--- src/hdl/acar_pkg.sv ---
// Package for the fully associative cache with age replacement.
// Types, constants and address helpers shared by controller, datapath and top.
package acar_pkg;

  localparam int unsigned Lines     = 5;
  localparam int unsigned LineWords = 10;
  localparam int unsigned MemWords  = 128;
  localparam int unsigned WordBits  = 16;

  localparam int unsigned LineBits  = $clog2(Lines);
  localparam int unsigned OffBits   = $clog2(LineWords);
  localparam int unsigned AddrBits  = 7;
  localparam int unsigned TagBits   = 4;
  localparam int unsigned MemAddrBits = $clog2(MemWords);
  localparam int unsigned CacheWords  = Lines * LineWords;
  localparam int unsigned CacheAddrBits = $clog2(CacheWords);
  localparam int unsigned WideBits  = TagBits + OffBits + 1;

  // address / LineWords as (address * TagRecip) >> TagShift, exact for 7-bit addresses
  localparam int unsigned TagRecip  = 205;
  localparam int unsigned TagShift  = 11;

  localparam logic [7:0] AgeMax     = 8'd255;
  localparam logic [3:0] HitTicks   = 4'd2;
  localparam logic [3:0] MissTicks  = 4'd10;

  typedef enum logic [2:0] {
    OP_READ    = 3'd0,
    OP_WRITE   = 3'd1,
    OP_FLUSH   = 3'd2,
    OP_MEM_WR  = 3'd3,
    OP_MEM_RD  = 3'd4,
    OP_UPDATE  = 3'd5,
    OP_RSVD6   = 3'd6,
    OP_RSVD7   = 3'd7
  } op_e;

  typedef enum logic [1:0] {
    ST_HIT    = 2'd0,
    ST_MISS   = 2'd1,
    ST_DONE   = 2'd2,
    ST_NOLINE = 2'd3
  } status_e;

  typedef enum logic [3:0] {
    S_IDLE,
    S_LOOKUP,
    S_WB_RD,
    S_WB_WR,
    S_RF_RD,
    S_RF_WR,
    S_ACCESS,
    S_FL_RD,
    S_FL_WR,
    S_MEM_RD,
    S_DONE
  } state_e;

  // controller -> datapath
  typedef struct packed {
    logic                load;        // latch input word
    logic                lookup;      // register hit/victim results
    logic                clr_cnt;
    logic                inc_cnt;
    logic                sel_line;    // line counter used as line for flush
    logic                next_line;
    logic                cache_rd;    // read cache word at (line, cnt)
    logic                mem_wr_wb;   // write cache read data to mem
    logic                mem_rd_rf;   // read mem for refill
    logic                cache_wr_rf; // write mem data into cache
    logic                set_tag;
    logic                touch;
    logic                access;      // read/write word at offset
    logic                mem_wr_bd;
    logic                mem_rd_bd;
    logic                update;
    logic                finish;
  } cmd_t;

  // datapath -> controller
  typedef struct packed {
    logic [2:0] op;
    logic       hit;
    logic       vic_valid;
    logic       cnt_last;
    logic       line_last;
    logic       line_valid;
  } stat_t;

endpackage

--- src/hdl/assoc_cache_age_replacement.sv ---
// Top level of the fully associative write-back cache with age replacement.
// Instantiates acar_ctrl and acar_dp; uses acar_pkg.
//
// One command word is taken when start_i is high and busy_o is low; one result
// word follows on a one-cycle done_o strobe, which the receiver cannot stall.
// A miss refills the victim line word by word from backing memory, first writing
// each word of a valid victim back; flush all writes back every valid line word
// by word. A new command can be taken in the done_o cycle. The single-port line
// store and backing memory give each word of write-back and refill a read step
// and a write step.
module assoc_cache_age_replacement import acar_pkg::*; (
  input  logic        clk_i,
  input  logic        rst_ni,
  input  logic        start_i,
  output logic        busy_o,
  input  logic [2:0]  opcode_i,
  input  logic [6:0]  address_i,
  input  logic [15:0] write_value_i,
  output logic        done_o,
  output logic [15:0] read_data_o,
  output logic [1:0]  status_o,
  output logic [3:0]  penalty_ticks_o
);

  cmd_t  cmd;
  stat_t stat;

  acar_ctrl u_ctrl (
    .clk_i  (clk_i),
    .rst_ni (rst_ni),
    .start  (start_i),
    .busy   (busy_o),
    .stat_i (stat),
    .cmd_o  (cmd)
  );

  acar_dp u_dp (
    .clk_i           (clk_i),
    .rst_ni          (rst_ni),
    .opcode_i        (opcode_i),
    .address_i       (address_i),
    .write_value_i   (write_value_i),
    .cmd_i           (cmd),
    .stat_o          (stat),
    .done_o          (done_o),
    .read_data_o     (read_data_o),
    .status_o        (status_o),
    .penalty_ticks_o (penalty_ticks_o)
  );

endmodule

--- src/hdl/acar_ctrl.sv ---
// Controller state machine of the cache: sequences lookup, write-back,
// refill, flush walk, cell updates and backdoor accesses. Uses acar_pkg.
module acar_ctrl import acar_pkg::*; (
  input  logic  clk_i,
  input  logic  rst_ni,
  input  logic  start,
  output logic  busy,
  input  stat_t stat_i,
  output cmd_t  cmd_o
);

  state_e state_q, state_d;

  always_ff @(posedge clk_i or negedge rst_ni) begin
    if (!rst_ni) begin
      state_q <= S_IDLE;
    end else begin
      state_q <= state_d;
    end
  end

  always_comb begin
    state_d = state_q;
    cmd_o   = '0;
    busy    = (state_q != S_IDLE);
    unique case (state_q)
      S_IDLE: begin
        if (start) begin
          cmd_o.load = 1'b1;
          state_d = S_LOOKUP;
        end
      end
      S_LOOKUP: begin
        cmd_o.lookup  = 1'b1;
        cmd_o.clr_cnt = 1'b1;
        unique case (op_e'(stat_i.op))
          OP_READ, OP_WRITE: state_d = S_ACCESS;
          OP_FLUSH:  state_d = S_FL_RD;
          OP_MEM_WR: begin
            cmd_o.mem_wr_bd = 1'b1;
            state_d = S_DONE;
          end
          OP_MEM_RD: begin
            cmd_o.mem_rd_bd = 1'b1;
            state_d = S_MEM_RD;
          end
          OP_UPDATE: begin
            cmd_o.update = 1'b1;
            state_d = S_DONE;
          end
          default: state_d = S_DONE;
        endcase
        // miss path decided next cycle from registered lookup
        if (stat_i.op == OP_READ || stat_i.op == OP_WRITE) state_d = S_WB_RD;
      end
      S_WB_RD: begin
        if (stat_i.hit) begin
          state_d = S_ACCESS;
        end else if (stat_i.vic_valid) begin
          cmd_o.cache_rd = 1'b1;
          state_d = S_WB_WR;
        end else begin
          state_d = S_RF_RD;
        end
      end
      S_WB_WR: begin
        cmd_o.mem_wr_wb = 1'b1;
        cmd_o.inc_cnt   = 1'b1;
        if (stat_i.cnt_last) begin
          cmd_o.clr_cnt = 1'b1;
          cmd_o.inc_cnt = 1'b0;
          state_d = S_RF_RD;
        end else begin
          state_d = S_WB_RD;
        end
      end
      S_RF_RD: begin
        cmd_o.mem_rd_rf = 1'b1;
        state_d = S_RF_WR;
      end
      S_RF_WR: begin
        cmd_o.cache_wr_rf = 1'b1;
        cmd_o.inc_cnt     = 1'b1;
        if (stat_i.cnt_last) begin
          cmd_o.clr_cnt = 1'b1;
          cmd_o.inc_cnt = 1'b0;
          cmd_o.set_tag = 1'b1;
          state_d = S_ACCESS;
        end else begin
          state_d = S_RF_RD;
        end
      end
      S_ACCESS: begin
        cmd_o.access = 1'b1;
        cmd_o.touch  = 1'b1;
        state_d = S_DONE;
      end
      S_FL_RD: begin
        cmd_o.sel_line = 1'b1;
        if (stat_i.line_valid) begin
          cmd_o.cache_rd = 1'b1;
          state_d = S_FL_WR;
        end else if (stat_i.line_last) begin
          state_d = S_DONE;
        end else begin
          cmd_o.next_line = 1'b1;
        end
      end
      S_FL_WR: begin
        cmd_o.sel_line  = 1'b1;
        cmd_o.mem_wr_wb = 1'b1;
        cmd_o.inc_cnt   = 1'b1;
        state_d = S_FL_RD;
        if (stat_i.cnt_last) begin
          cmd_o.inc_cnt = 1'b0;
          cmd_o.clr_cnt = 1'b1;
          if (stat_i.line_last) begin
            state_d = S_DONE;
          end else begin
            cmd_o.next_line = 1'b1;
          end
        end
      end
      S_MEM_RD: begin
        state_d = S_DONE;
      end
      S_DONE: begin
        cmd_o.finish = 1'b1;
        state_d = S_IDLE;
      end
      default: state_d = S_IDLE;
    endcase
  end

endmodule

--- src/hdl/acar_dp.sv ---
// Datapath of the cache: line store, backing memory, tags, ages, counters
// and the result register. Uses acar_pkg.
module acar_dp import acar_pkg::*; (
  input  logic                clk_i,
  input  logic                rst_ni,
  input  logic [2:0]          opcode_i,
  input  logic [AddrBits-1:0] address_i,
  input  logic [15:0]         write_value_i,
  input  cmd_t                cmd_i,
  output stat_t               stat_o,
  output logic                done_o,
  output logic [15:0]         read_data_o,
  output logic [1:0]          status_o,
  output logic [3:0]          penalty_ticks_o
);

  logic [2:0]          op_q;
  logic [AddrBits-1:0] addr_q;
  logic [WordBits-1:0] val_q;
  logic [TagBits-1:0]  tag_q;
  logic [OffBits-1:0]  off_q;

  logic [WordBits-1:0] cache_mem [CacheWords];
  logic [WordBits-1:0] back_mem  [MemWords];
  logic [CacheWords-1:0] cw_valid_q; // cleared words read as zero
  logic [MemWords-1:0]   mw_valid_q;

  logic [TagBits-1:0]  tag_r_q [Lines];
  logic [Lines-1:0]    valid_q;
  logic [7:0]          age_q [Lines];

  logic                hit_q;
  logic [LineBits-1:0] line_q;   // hit or victim line
  logic [LineBits-1:0] fline_q;  // flush line counter
  logic [OffBits-1:0]  cnt_q;

  logic [WordBits-1:0] crd_q;
  logic [WordBits-1:0] mrd_q;

  logic [15:0]         rdata_q;
  logic [1:0]          status_q;
  logic [3:0]          ticks_q;
  logic                done_q;

  // tag and offset of the incoming address by reciprocal multiplication
  logic [AddrBits+7:0] tag_prod;
  logic [TagBits-1:0]  tag_c;
  logic [OffBits-1:0]  off_c;

  assign tag_prod = (AddrBits+8)'(address_i) * (AddrBits+8)'(TagRecip);
  assign tag_c    = tag_prod[TagShift +: TagBits];
  assign off_c    = OffBits'(address_i - AddrBits'(tag_c * LineWords));

  // combinational lookup over the small tag set
  logic                hit_c;
  logic [LineBits-1:0] hit_idx_c;
  logic [LineBits-1:0] vic_c;
  logic [7:0]          top_c;

  always_comb begin
    hit_c = 1'b0;
    hit_idx_c = '0;
    for (int i = Lines - 1; i >= 0; i--) begin
      if (valid_q[i] && tag_r_q[i] == tag_q) begin
        hit_c = 1'b1;
        hit_idx_c = LineBits'(i);
      end
    end
    vic_c = '0;
    top_c = '0;
    for (int i = 0; i < Lines; i++) begin
      if (age_q[i] > top_c) begin
        top_c = age_q[i];
        vic_c = LineBits'(i);
      end
    end
  end

  logic [LineBits-1:0]      cur_line;
  logic [TagBits-1:0]       cur_tag;
  logic [CacheAddrBits-1:0] cw_idx;
  logic [CacheAddrBits-1:0] acc_idx;
  logic [WideBits-1:0]      wb_addr;
  logic [WideBits-1:0]      rf_addr;
  logic                     wb_in;
  logic                     rf_in;
  logic                     bd_in;

  assign cur_line = cmd_i.sel_line ? fline_q : line_q;
  assign cur_tag  = tag_r_q[cur_line];
  assign cw_idx   = CacheAddrBits'(cur_line * LineWords + cnt_q);
  assign acc_idx  = CacheAddrBits'(line_q * LineWords + off_q);
  assign wb_addr  = WideBits'(cur_tag * LineWords + cnt_q);
  assign rf_addr  = WideBits'(tag_q * LineWords + cnt_q);
  assign wb_in    = wb_addr < WideBits'(MemWords);
  assign rf_in    = rf_addr < WideBits'(MemWords);
  assign bd_in    = {1'b0, addr_q} < (AddrBits + 1)'(MemWords);

  // valid bits model the all-zero reset of both stores
  logic                     crd_v_q;
  logic                     mrd_v_q;
  logic [WordBits-1:0]      crd_eff;
  logic [WordBits-1:0]      mrd_eff;
  assign crd_eff = crd_v_q ? crd_q : '0;
  assign mrd_eff = mrd_v_q ? mrd_q : '0;

  // memories
  always_ff @(posedge clk_i) begin
    if (cmd_i.cache_rd) begin
      crd_q <= cache_mem[cw_idx];
    end else if (cmd_i.access) begin
      crd_q <= cache_mem[acc_idx];
    end
    if (cmd_i.cache_wr_rf) begin
      cache_mem[cw_idx] <= mrd_eff;
    end else if ((cmd_i.access && op_q == OP_WRITE) || (cmd_i.update && hit_c)) begin
      cache_mem[cmd_i.update ? CacheAddrBits'(hit_idx_c * LineWords + off_q) : acc_idx]
        <= val_q;
    end
    if (cmd_i.mem_rd_rf) begin
      mrd_q <= rf_in ? back_mem[MemAddrBits'(rf_addr)] : '0;
    end else if (cmd_i.mem_rd_bd) begin
      mrd_q <= bd_in ? back_mem[MemAddrBits'(addr_q)] : '0;
    end
    if (cmd_i.mem_wr_wb && wb_in) begin
      back_mem[MemAddrBits'(wb_addr)] <= crd_eff;
    end else if (cmd_i.mem_wr_bd && bd_in) begin
      back_mem[MemAddrBits'(addr_q)] <= val_q;
    end
  end

  always_ff @(posedge clk_i or negedge rst_ni) begin
    if (!rst_ni) begin
      cw_valid_q <= '0;
      mw_valid_q <= '0;
      crd_v_q    <= 1'b0;
      mrd_v_q    <= 1'b0;
    end else begin
      if (cmd_i.cache_rd) crd_v_q <= cw_valid_q[cw_idx];
      else if (cmd_i.access) crd_v_q <= cw_valid_q[acc_idx];
      if (cmd_i.mem_rd_rf) mrd_v_q <= rf_in && mw_valid_q[MemAddrBits'(rf_addr)];
      else if (cmd_i.mem_rd_bd) mrd_v_q <= bd_in && mw_valid_q[MemAddrBits'(addr_q)];
      if (cmd_i.cache_wr_rf) begin
        cw_valid_q[cw_idx] <= 1'b1;
      end else if (cmd_i.access && op_q == OP_WRITE) begin
        cw_valid_q[acc_idx] <= 1'b1;
      end else if (cmd_i.update && hit_c) begin
        cw_valid_q[CacheAddrBits'(hit_idx_c * LineWords + off_q)] <= 1'b1;
      end
      if (cmd_i.mem_wr_wb && wb_in) begin
        mw_valid_q[MemAddrBits'(wb_addr)] <= 1'b1;
      end else if (cmd_i.mem_wr_bd && bd_in) begin
        mw_valid_q[MemAddrBits'(addr_q)] <= 1'b1;
      end
    end
  end

  // control and line state
  always_ff @(posedge clk_i or negedge rst_ni) begin
    if (!rst_ni) begin
      valid_q  <= '0;
      hit_q    <= 1'b0;
      line_q   <= '0;
      fline_q  <= '0;
      cnt_q    <= '0;
      done_q   <= 1'b0;
      op_q     <= '0;
      for (int i = 0; i < Lines; i++) begin
        tag_r_q[i] <= '0;
        age_q[i]   <= '0;
      end
    end else begin
      done_q <= cmd_i.finish;
      if (cmd_i.load) begin
        op_q    <= opcode_i;
        fline_q <= '0;
      end
      if (cmd_i.lookup) begin
        hit_q  <= hit_c;
        line_q <= hit_c ? hit_idx_c : vic_c;
      end
      if (cmd_i.clr_cnt) cnt_q <= '0;
      else if (cmd_i.inc_cnt) cnt_q <= cnt_q + 1'b1;
      if (cmd_i.next_line) fline_q <= fline_q + 1'b1;
      if (cmd_i.set_tag) begin
        tag_r_q[line_q] <= tag_q;
        valid_q[line_q] <= 1'b1;
      end
      if (cmd_i.touch) begin
        for (int i = 0; i < Lines; i++) begin
          if (LineBits'(i) == line_q) age_q[i] <= '0;
          else if (age_q[i] < AgeMax) age_q[i] <= age_q[i] + 8'd1;
        end
      end
    end
  end

  // input word and results
  always_ff @(posedge clk_i) begin
    if (cmd_i.load) begin
      addr_q <= address_i;
      val_q  <= write_value_i;
      tag_q  <= tag_c;
      off_q  <= off_c;
    end
    if (cmd_i.load) begin
      rdata_q  <= '0;
      status_q <= ST_DONE;
      ticks_q  <= '0;
    end
    if (cmd_i.lookup && (op_q == OP_READ || op_q == OP_WRITE)) begin
      status_q <= hit_c ? ST_HIT : ST_MISS;
      ticks_q  <= hit_c ? HitTicks : MissTicks;
    end
    if (cmd_i.update && !hit_c) status_q <= ST_NOLINE;
    if (cmd_i.finish && op_q == OP_READ) rdata_q <= crd_eff;
    if (cmd_i.finish && op_q == OP_MEM_RD) rdata_q <= mrd_eff;
  end

  assign stat_o.op         = op_q;
  assign stat_o.hit        = hit_q;
  assign stat_o.vic_valid  = valid_q[line_q];
  assign stat_o.cnt_last   = (cnt_q == OffBits'(LineWords - 1));
  assign stat_o.line_last  = (fline_q == LineBits'(Lines - 1));
  assign stat_o.line_valid = valid_q[fline_q];

  assign done_o          = done_q;
  assign read_data_o     = rdata_q;
  assign status_o        = status_q;
  assign penalty_ticks_o = ticks_q;

endmodule

--- config.mk ---
export PLATFORM = sky130hd
export DESIGN_NAME = assoc_cache_age_replacement
export DESIGN_NICKNAME = d
export VERILOG_FILES = /design/src/hdl/acar_pkg.sv /design/src/hdl/assoc_cache_age_replacement.sv /design/src/hdl/acar_ctrl.sv /design/src/hdl/acar_dp.sv
export SDC_FILE = /design/constraint.sdc
export NUM_CORES = 2
export LEC_CHECK = 0
export BUFFER_PORTS_ARGS = -buffer_cell sky130_fd_sc_hd__buf_2
export CORE_MARGIN = 3
export CORE_UTILIZATION = 35
export CTS_CLUSTER_SIZE = 25
export DETAILED_ROUTE_END_ITERATION = 16
export PLACE_DENSITY = 0.5
export SLEW_MARGIN = 10
export SYNTH_ARGS = -nofsm -noshare
export SYNTH_HDL_FRONTEND = slang
export SYNTH_SLANG_ARGS = --single-unit
--- constraint.sdc ---
create_clock -name clk_i -period 8.4 [get_ports clk_i]
set_clock_uncertainty 0.15 [all_clocks]
set_input_delay 1.26 -clock clk_i [delete_from_list [all_inputs] [get_ports clk_i]]
set_output_delay 1.26 -clock clk_i [all_outputs]
set_load 0.005 [all_outputs]
# --- Word-level counts from Yosys, hierarchy flattened ---
# Memories as Yosys holds them, arrays and structs flattened. A register that Yosys moved wholly into a read port is not among the register bits.
# Index checks and enable logic that the tools add are counted.
classes:
  add_sub_neg: 13
  mul: 7
  magnitude_cmp: 29
  n_eq_ne: 28
  muxes: 143
  bitwise_logic: 8
  reduce_logical: 52
ops:
  columns: ["op", "n"]
  rows:
  - ["$mux 128", 2]
  - ["$or 128x128->128", 2]
  - ["$mux 16", 12]
  - ["$mux 50", 3]
  - ["$or 50x50->50", 3]
  - ["$mux 8", 14]
  - ["$mux 4", 14]
  - ["$mux 1", 52]
  - ["$mux 3", 14]
  - ["$add 8x1->8 const B", 5]
  - ["$lt 8x8->1 const B", 5]
  - ["$pmux 4 s9", 1]
  - ["$gt 8x8->1", 4]
  - ["$reduce_or 16->1", 2]
  - ["$lt 7x8->1 const B", 3]
  - ["$reduce_bool 2->1", 11]
  - ["$lt 6x7->1 const B", 3]
  - ["$bwmux 20", 1]
  - ["$eq 4x4->1", 5]
  - ["$logic_and 1x1->1", 20]
  - ["$add 6x4->6", 3]
  - ["$add 8x4->9", 2]
  - ["$demux 1 s6", 3]
  - ["$ge 6x1->1 const B", 3]
  - ["other kinds (50)", 93]
totals:
  reg_bits: 349
  ram_bits: 2848
  input_bits: 29
  output_inout_bits: 24
  word_cells: 313
  memories: 2
mem_list:
  columns: ["name", "words", "width", "read_ports", "rd_ports_with_merged_regs", "write_ports", "line", "text"]
  rows:
  - ["u_dp.back_mem", 128, 16, 2, 1, 1, "acar_dp.sv:24", "logic [WordBits-1:0] back_mem [MemWords];"]
  - ["u_dp.cache_mem", 50, 16, 2, 0, 1, "acar_dp.sv:23", "logic [WordBits-1:0] cache_mem [CacheWords];"]

# --- Longest topological paths before layout ---
logic_depth:
  ltp_word: 17
  ltp_mapped: 38
  mapped_depth_nobuf: 36

# --- By module ---
# Synthesis repeated with hierarchy kept, for this count alone.
hier_totals:
  hier_cells: 8778
  area_unflattened_um2: 151629.2
modules_own_cells:
  columns: ["module", "instances", "cells_each", "area_each_um2", "seq_area_each_um2"]
  rows:
  - ["acar_dp", 1, 8701, 151107.4, 94610.7]
  - ["acar_ctrl", 1, 77, 521.8, 100.1]

# --- Worst setup path before layout ---
# No wires, ideal clock.
synth_path:
  kind: "reg-to-reg"
  start: "register u_ctrl.state_q[0]"
  end: "memory u_dp.back_mem[0][0] (data pin)"
  setup_ns: 1.197
  arrival_time_ns: 6.212
  required_ns: 7.053
  slack_ns: 0.841
  path_stages_with_launch: 7
  path_buffers: 3
  period_less_slack_ns: 7.559
  cell_sequence: "dfrtp_1 -> buf_6 -> nor4b_2 -> and3_1 -> buf_2 -> clkbuf_1 -> o21ai_0"
synth_via:
  elab_chain_len: 15
  elab_cells_between_ends: 22
  cone_classes: "1 x add/sub; 1 x mul; 1 x order compare; 4 x eq/ne; 11 x mux; 1 x bitwise; 3 x reduce/logical"
synth_rtl:
  columns: ["item", "line", "text"]
  rows:
  - ["from (decl)", "acar_ctrl.sv:12", "state_e state_q, state_d;"]
  - ["from (signal assigned)", "acar_ctrl.sv:18", "state_q <= state_d;"]
  - ["$eq 4x4->1 / $eq 4x3->1 (equally long branches)", "acar_ctrl.sv:26", "unique case (state_q)"]
  - ["$pmux 2 s2", "acar_ctrl.sv:26", null]
  - ["$mux 3", "acar_dp.sv:89", "assign cur_line = cmd_i.sel_line ? fline_q : line_q;"]
  - ["$not 3->4 (not written as such)", "acar_dp.sv:90", "assign cur_tag = tag_r_q[cur_line];"]
  - ["$bmux 4 s3", "acar_dp.sv:90", null]
  - ["$mux 4 (not written as such) (2 in a row)", "acar_dp.sv:90", null]
  - ["$mul 4x3->7", "acar_dp.sv:93", "assign wb_addr = WideBits'(cur_tag * LineWords + cnt_q);"]
  - ["$add 8x4->9", "acar_dp.sv:93", null]
  - ["$lt 9x8->1", "acar_dp.sv:95", "assign wb_in = wb_addr < WideBits'(MemWords);"]
  - ["$logic_and 1x1->1", "acar_dp.sv:125", "if (cmd_i.mem_wr_wb && wb_in) begin"]
  - ["$mux 1 *", "acar_dp.sv:125", null]
  - ["$mux 1 (not written as such) *", "acar_dp.sv:128", "back_mem[MemAddrBits'(addr_q)] <= val_q;"]
  - ["$reduce_or 16->1 (no line) *", null, null]
  - ["$mux 16 (no line) *", null, null]
  - ["to (decl)", "acar_dp.sv:24", null]
# Every way passes the cells marked *; elsewhere a longest branch is shown, timed or not. The select of a mux whose other input is x is not followed.

# --- Worst setup path after layout ---
layout_path:
  start: "register u_dp.age_q[37] (netlist name)"
  end: "register u_dp.line_q[1]"
layout_via:
  elab_chain_len: 11
  elab_cells_between_ends: 13
  cone_classes: "5 x order compare; 8 x mux"
layout_rtl:
  columns: ["item", "line", "text"]
  rows:
  - ["from (decl)", "acar_dp.sv:30", "logic [7:0] age_q [Lines];"]
  - ["from (signal, indexed assignment)", "acar_dp.sv:170", "age_q[i] <= '0;"]
  - ["from (signal, indexed assignment)", "acar_dp.sv:191", "if (LineBits'(i) == line_q) age_q[i] <= '0;"]
  - ["$gt 8x1->1", "acar_dp.sv:72", "if (age_q[i] > top_c) begin"]
  - ["$mux 8 *", "acar_dp.sv:72", null]
  - ["$gt 8x8->1", "acar_dp.sv:72", null]
  - ["$mux 8 *", "acar_dp.sv:72", null]
  - ["$gt 8x8->1", "acar_dp.sv:72", null]
  - ["$mux 8", "acar_dp.sv:72", null]
  - ["$gt 8x8->1", "acar_dp.sv:72", null]
  - ["$mux 8", "acar_dp.sv:72", null]
  - ["$gt 8x8->1", "acar_dp.sv:72", null]
  - ["$mux 3 *", "acar_dp.sv:72", null]
  - ["$mux 3 *", "acar_dp.sv:180", "line_q <= hit_c ? hit_idx_c : vic_c;"]
  - ["to (signal assigned)", "acar_dp.sv:180", null]
  - ["to (decl)", "acar_dp.sv:33", "logic [LineBits-1:0] line_q;"]
# Every way passes the cells marked *; elsewhere a longest branch is shown, timed or not.
# A chain may end at the register's enable or synchronous reset.

==> metrics.md <==
| Metric | Value |
|---|---|
| Yosys Warn Count | 0 |
| Fin Hold WS | 0.299 ns |
| Required time worst endpoint | 9.04 ns |
| HP Class | in2async |
| Most common cell after layout, fill and taps aside | edfxtp_1 |
| Sequential share of the synthesized area | between 60% and 70% |
| Commonest cells after routing, fill and taps aside | 2928 x edfxtp_1, 1293 x mux4_2, 545 x nand2_1 |
| First-pass GRT wire length | 812000 um |
| Number of max-cap violations | 0 |
| Pre-CTS WS | ~0.46 ns |
| Worst r2r dst | u_dp.line_q[1] |
| Vias in the first global route | 97400 |
| Drt pass-1 iters | 9 |
| Vias | 99600 |
| WP data arrival | between 8 and 9 ns |
| Status | finished clean |
| Initial drt markers | 15200 |
| Total Routing Usage GR | 25.9% |
| Worst-Margin Slew | 1.30 ns |
| Final hold violations | 0 |
| Number of synthesized register bits | 3201 |
| Mux share of post-synthesis cell area | a little over a fifth |
| Worst Setup Path Type | reg2reg |
| CP Capture Type | flip-flop |
| Final weighted congestion in routability-driven placement | 0.958 |
| Max Slew Vio Count | 0 |
| PnR worst setup slack | 0.595 ns |
| Ports | between 50 and 60 |
| Clock Latency Late Sink | 1.01 ns |
| Tcrit/Tclk final | 92.9% |
| Clk slew on worst S/H paths | 0.06 ns |
| Largest net degree at the start of global routing | 147 |
| CTS tree | built |
| Initial antenna violation count | 53 |
| Synth Area in Simple Gates | 4.70% |
| Most used cell, CP | ha_1 |
| Mapped Area | 0.153 mm2 |
| R2r setup slk | 0.60 ns |
| Clock sink total | roughly 3200 |
| Main synth FF type | edfxtp_1 |
| Clock Root Buffer | clkbuf_16 |
| Synth Area in Compound Gates | 7.97% |
| Asr flop ratio synth | 8.25% |
| Crit-path max FO | 10 |
| CTS Hold Bufs | 0 |
| Routed Antenna Nets | 0 |
| Min Clock Period, post-route | roughly 7.8 ns |
| Die width | 668 um |
| Vias per cell | 6.47 |
| Worst r2r path cells | 32 |
| DP Wirelength | 379000 um |
| Crit path largest cell delay | around 0.50 ns |
| Congestion Overflow GR | 0 |
| Unique cell type count in the Yosys netlist | approximately 110 |
| Setup violators final | 0 |
| Xor and xnor area share after synthesis | 0.445% |
| Post-synth EDFFs | 2928 |
| Row count | 242 |
| Total CTS buffers | 365 |
| RSZ-0062 raised after global routing | no |
| Drt drc | 0 |
| Final WL | 590000 um |
| Syn_area_per_cell | 16.7 um2 |
| Critical Path Start Type | flip-flop |
| Largest family of logic cells by synthesized area | multiplexers |
| Cell count after synthesis | 9190 |
| Worst Setup SP | u_dp.age_q[37] |
| Clk buf depth | 4 |
| Post-synthesis adder-cell area fraction | 1.07% |
| Slowest-stage cell, CP | nor4_1 |
| CTS H-tree depth | 5 |
| FMAX | 0.128 GHz |
| Die height | 668 um |
| Setup tns final | 0 ns |
| Worst r2r src | u_dp.age_q[37] |
| Fin nets | 9489 |
| Initial Utilization | 35.2% |
| WL per Instance | ~38 um |
| Max_slew headroom | 13.6% |
| Layout area overhead | 14.2% |
| Core ar. | 0.435 mm2 |
| Port bufs | 50 |
| Die area | 0.446 mm2 |
| Layout cells sized above 1 | 29.2% |
[worst max-delay path, delay by kind of cell, from the launching register on]
kind	cells	cell delay [ns]
AND/OR/NAND/NOR	5	1.15
buffers and inverters	3	0.44
flip-flops	1	0.43
multiplexers	3	0.95
adder cells (fa/ha/maj)	4	1.14
AO/OA/AOI/OAI	17	3.44
[layout make-up]
cell class	instances	area, um2
sequential	3201	94700
timing repair buffer	503	4340
tap	5734	7170
multi-input combinational	5141	56500
inverter	127	482
clock inverter	186	1930
clock buffer	467	9770
antenna	18	45.0
fill	39000	260000
[cell families after synthesis]
logic type      after synthesis
flops                      3201
fa+ha+maj                   121
buf+inv                     849
simple gates               1536
xor+xnor                     77
mux                        1685
compound gates             1720
other cells                   1
[registers in the layout (all words and copies together) (netlist names), 6 cells and up, named ones only]
signal	count
u_dp.back_mem	2048
u_dp.age_q	40
u_dp.cache_mem	800
u_dp.mw_valid_q	128
u_dp.addr_q	6
u_dp.val_q	16
u_dp.mrd_q	16
u_dp.tag_r_q	20
u_dp.crd_q	16
u_dp.cw_valid_q	50
u_dp.read_data_o	16
[repair_timing]
item	CTS	global route
buffers inserted	0	0
setup endpoints to repair	0	3
gates resized for setup	0	2
[cell usage after synthesis, drive strengths merged (10+ instances only)]
| cell type | n | area share (%) |
|---|---|---|
| a31o | 13 | 0.074 |
| nand3 | 159 | 0.52 |
| o221ai | 15 | 0.086 |
| a21oi | 288 | 0.96 |
| a221o | 31 | 0.20 |
| nor4 | 22 | 0.11 |
| a311o | 11 | 0.072 |
| a211oi | 19 | 0.093 |
| a22o | 101 | 0.58 |
| mux2 | 142 | 1.0 |
| o22ai | 66 | 0.27 |
| and2 | 10 | 0.041 |
| a222oi | 19 | 0.12 |
| o311ai | 22 | 0.13 |
| fa | 16 | 0.21 |
| ha | 105 | 0.86 |
| a311oi | 17 | 0.097 |
| o21ai | 282 | 0.95 |
| a31oi | 75 | 0.35 |
| nor2b | 35 | 0.14 |
| buf | 305 | 0.95 |
| mux2i | 250 | 1.6 |
| nand4 | 87 | 0.37 |
| xor2 | 37 | 0.21 |
| or3 | 37 | 0.15 |
| and3 | 58 | 0.24 |
| o21bai | 17 | 0.083 |
| inv | 125 | 0.31 |
| edfxtp | 2928 | 57 |
| o2bb2ai | 12 | 0.069 |
| nand2b | 22 | 0.090 |
| a21o | 25 | 0.12 |
| xnor2 | 40 | 0.23 |
| dfrtp | 264 | 4.3 |
| nor3 | 173 | 0.61 |
| a32oi | 19 | 0.11 |
| o211ai | 79 | 0.39 |
| a22oi | 316 | 1.6 |
| clkbuf | 417 | 1.0 |
| o31ai | 50 | 0.27 |
| nor2 | 339 | 0.83 |
| a221oi | 178 | 1.0 |
| nand2 | 548 | 1.3 |
| mux4 | 1293 | 19 |
[worst max path at each step]
| stage | end | slack, ns | depth (start not counted) |
|---|---|---|---|
| floorplan | u_dp.back_mem[0][0] | 0.84 | 6 |
| global placement | u_dp.line_q[0] | 0.22 | 33 |
| detailed placement | u_dp.line_q[1] | 0.46 | 32 |
| CTS | u_dp.line_q[1] | 0.41 | 32 |
| global route | u_dp.line_q[1] | 0.001 | 32 |
| finish | u_dp.line_q[1] | 0.60 | 32 |
[metal layers]
layer	global-route usage [%]	vias up	part of all wire, %
li1	-	38800	-
met4	9.75	18	4.4
met5	0	-	0.022
met2	39.1	6244	45
met1	36.2	53300	40
met3	6.47	1138	11
[stage by stage]
stage	std cells	utilization (%)	instance area [um2]
2_1_floorplan	9191	-	153000
3_3_place_gp	14700	37.5	163000
3_5_place_dp	14700	37.5	163000
4_1_cts	15400	40.2	175000
5_1_grt	15400	40.2	175000
6_report	15400	40.2	175000
Power is not shown: default switching activity piles up to over one toggle a cycle in this logic, so the estimate is an artifact.
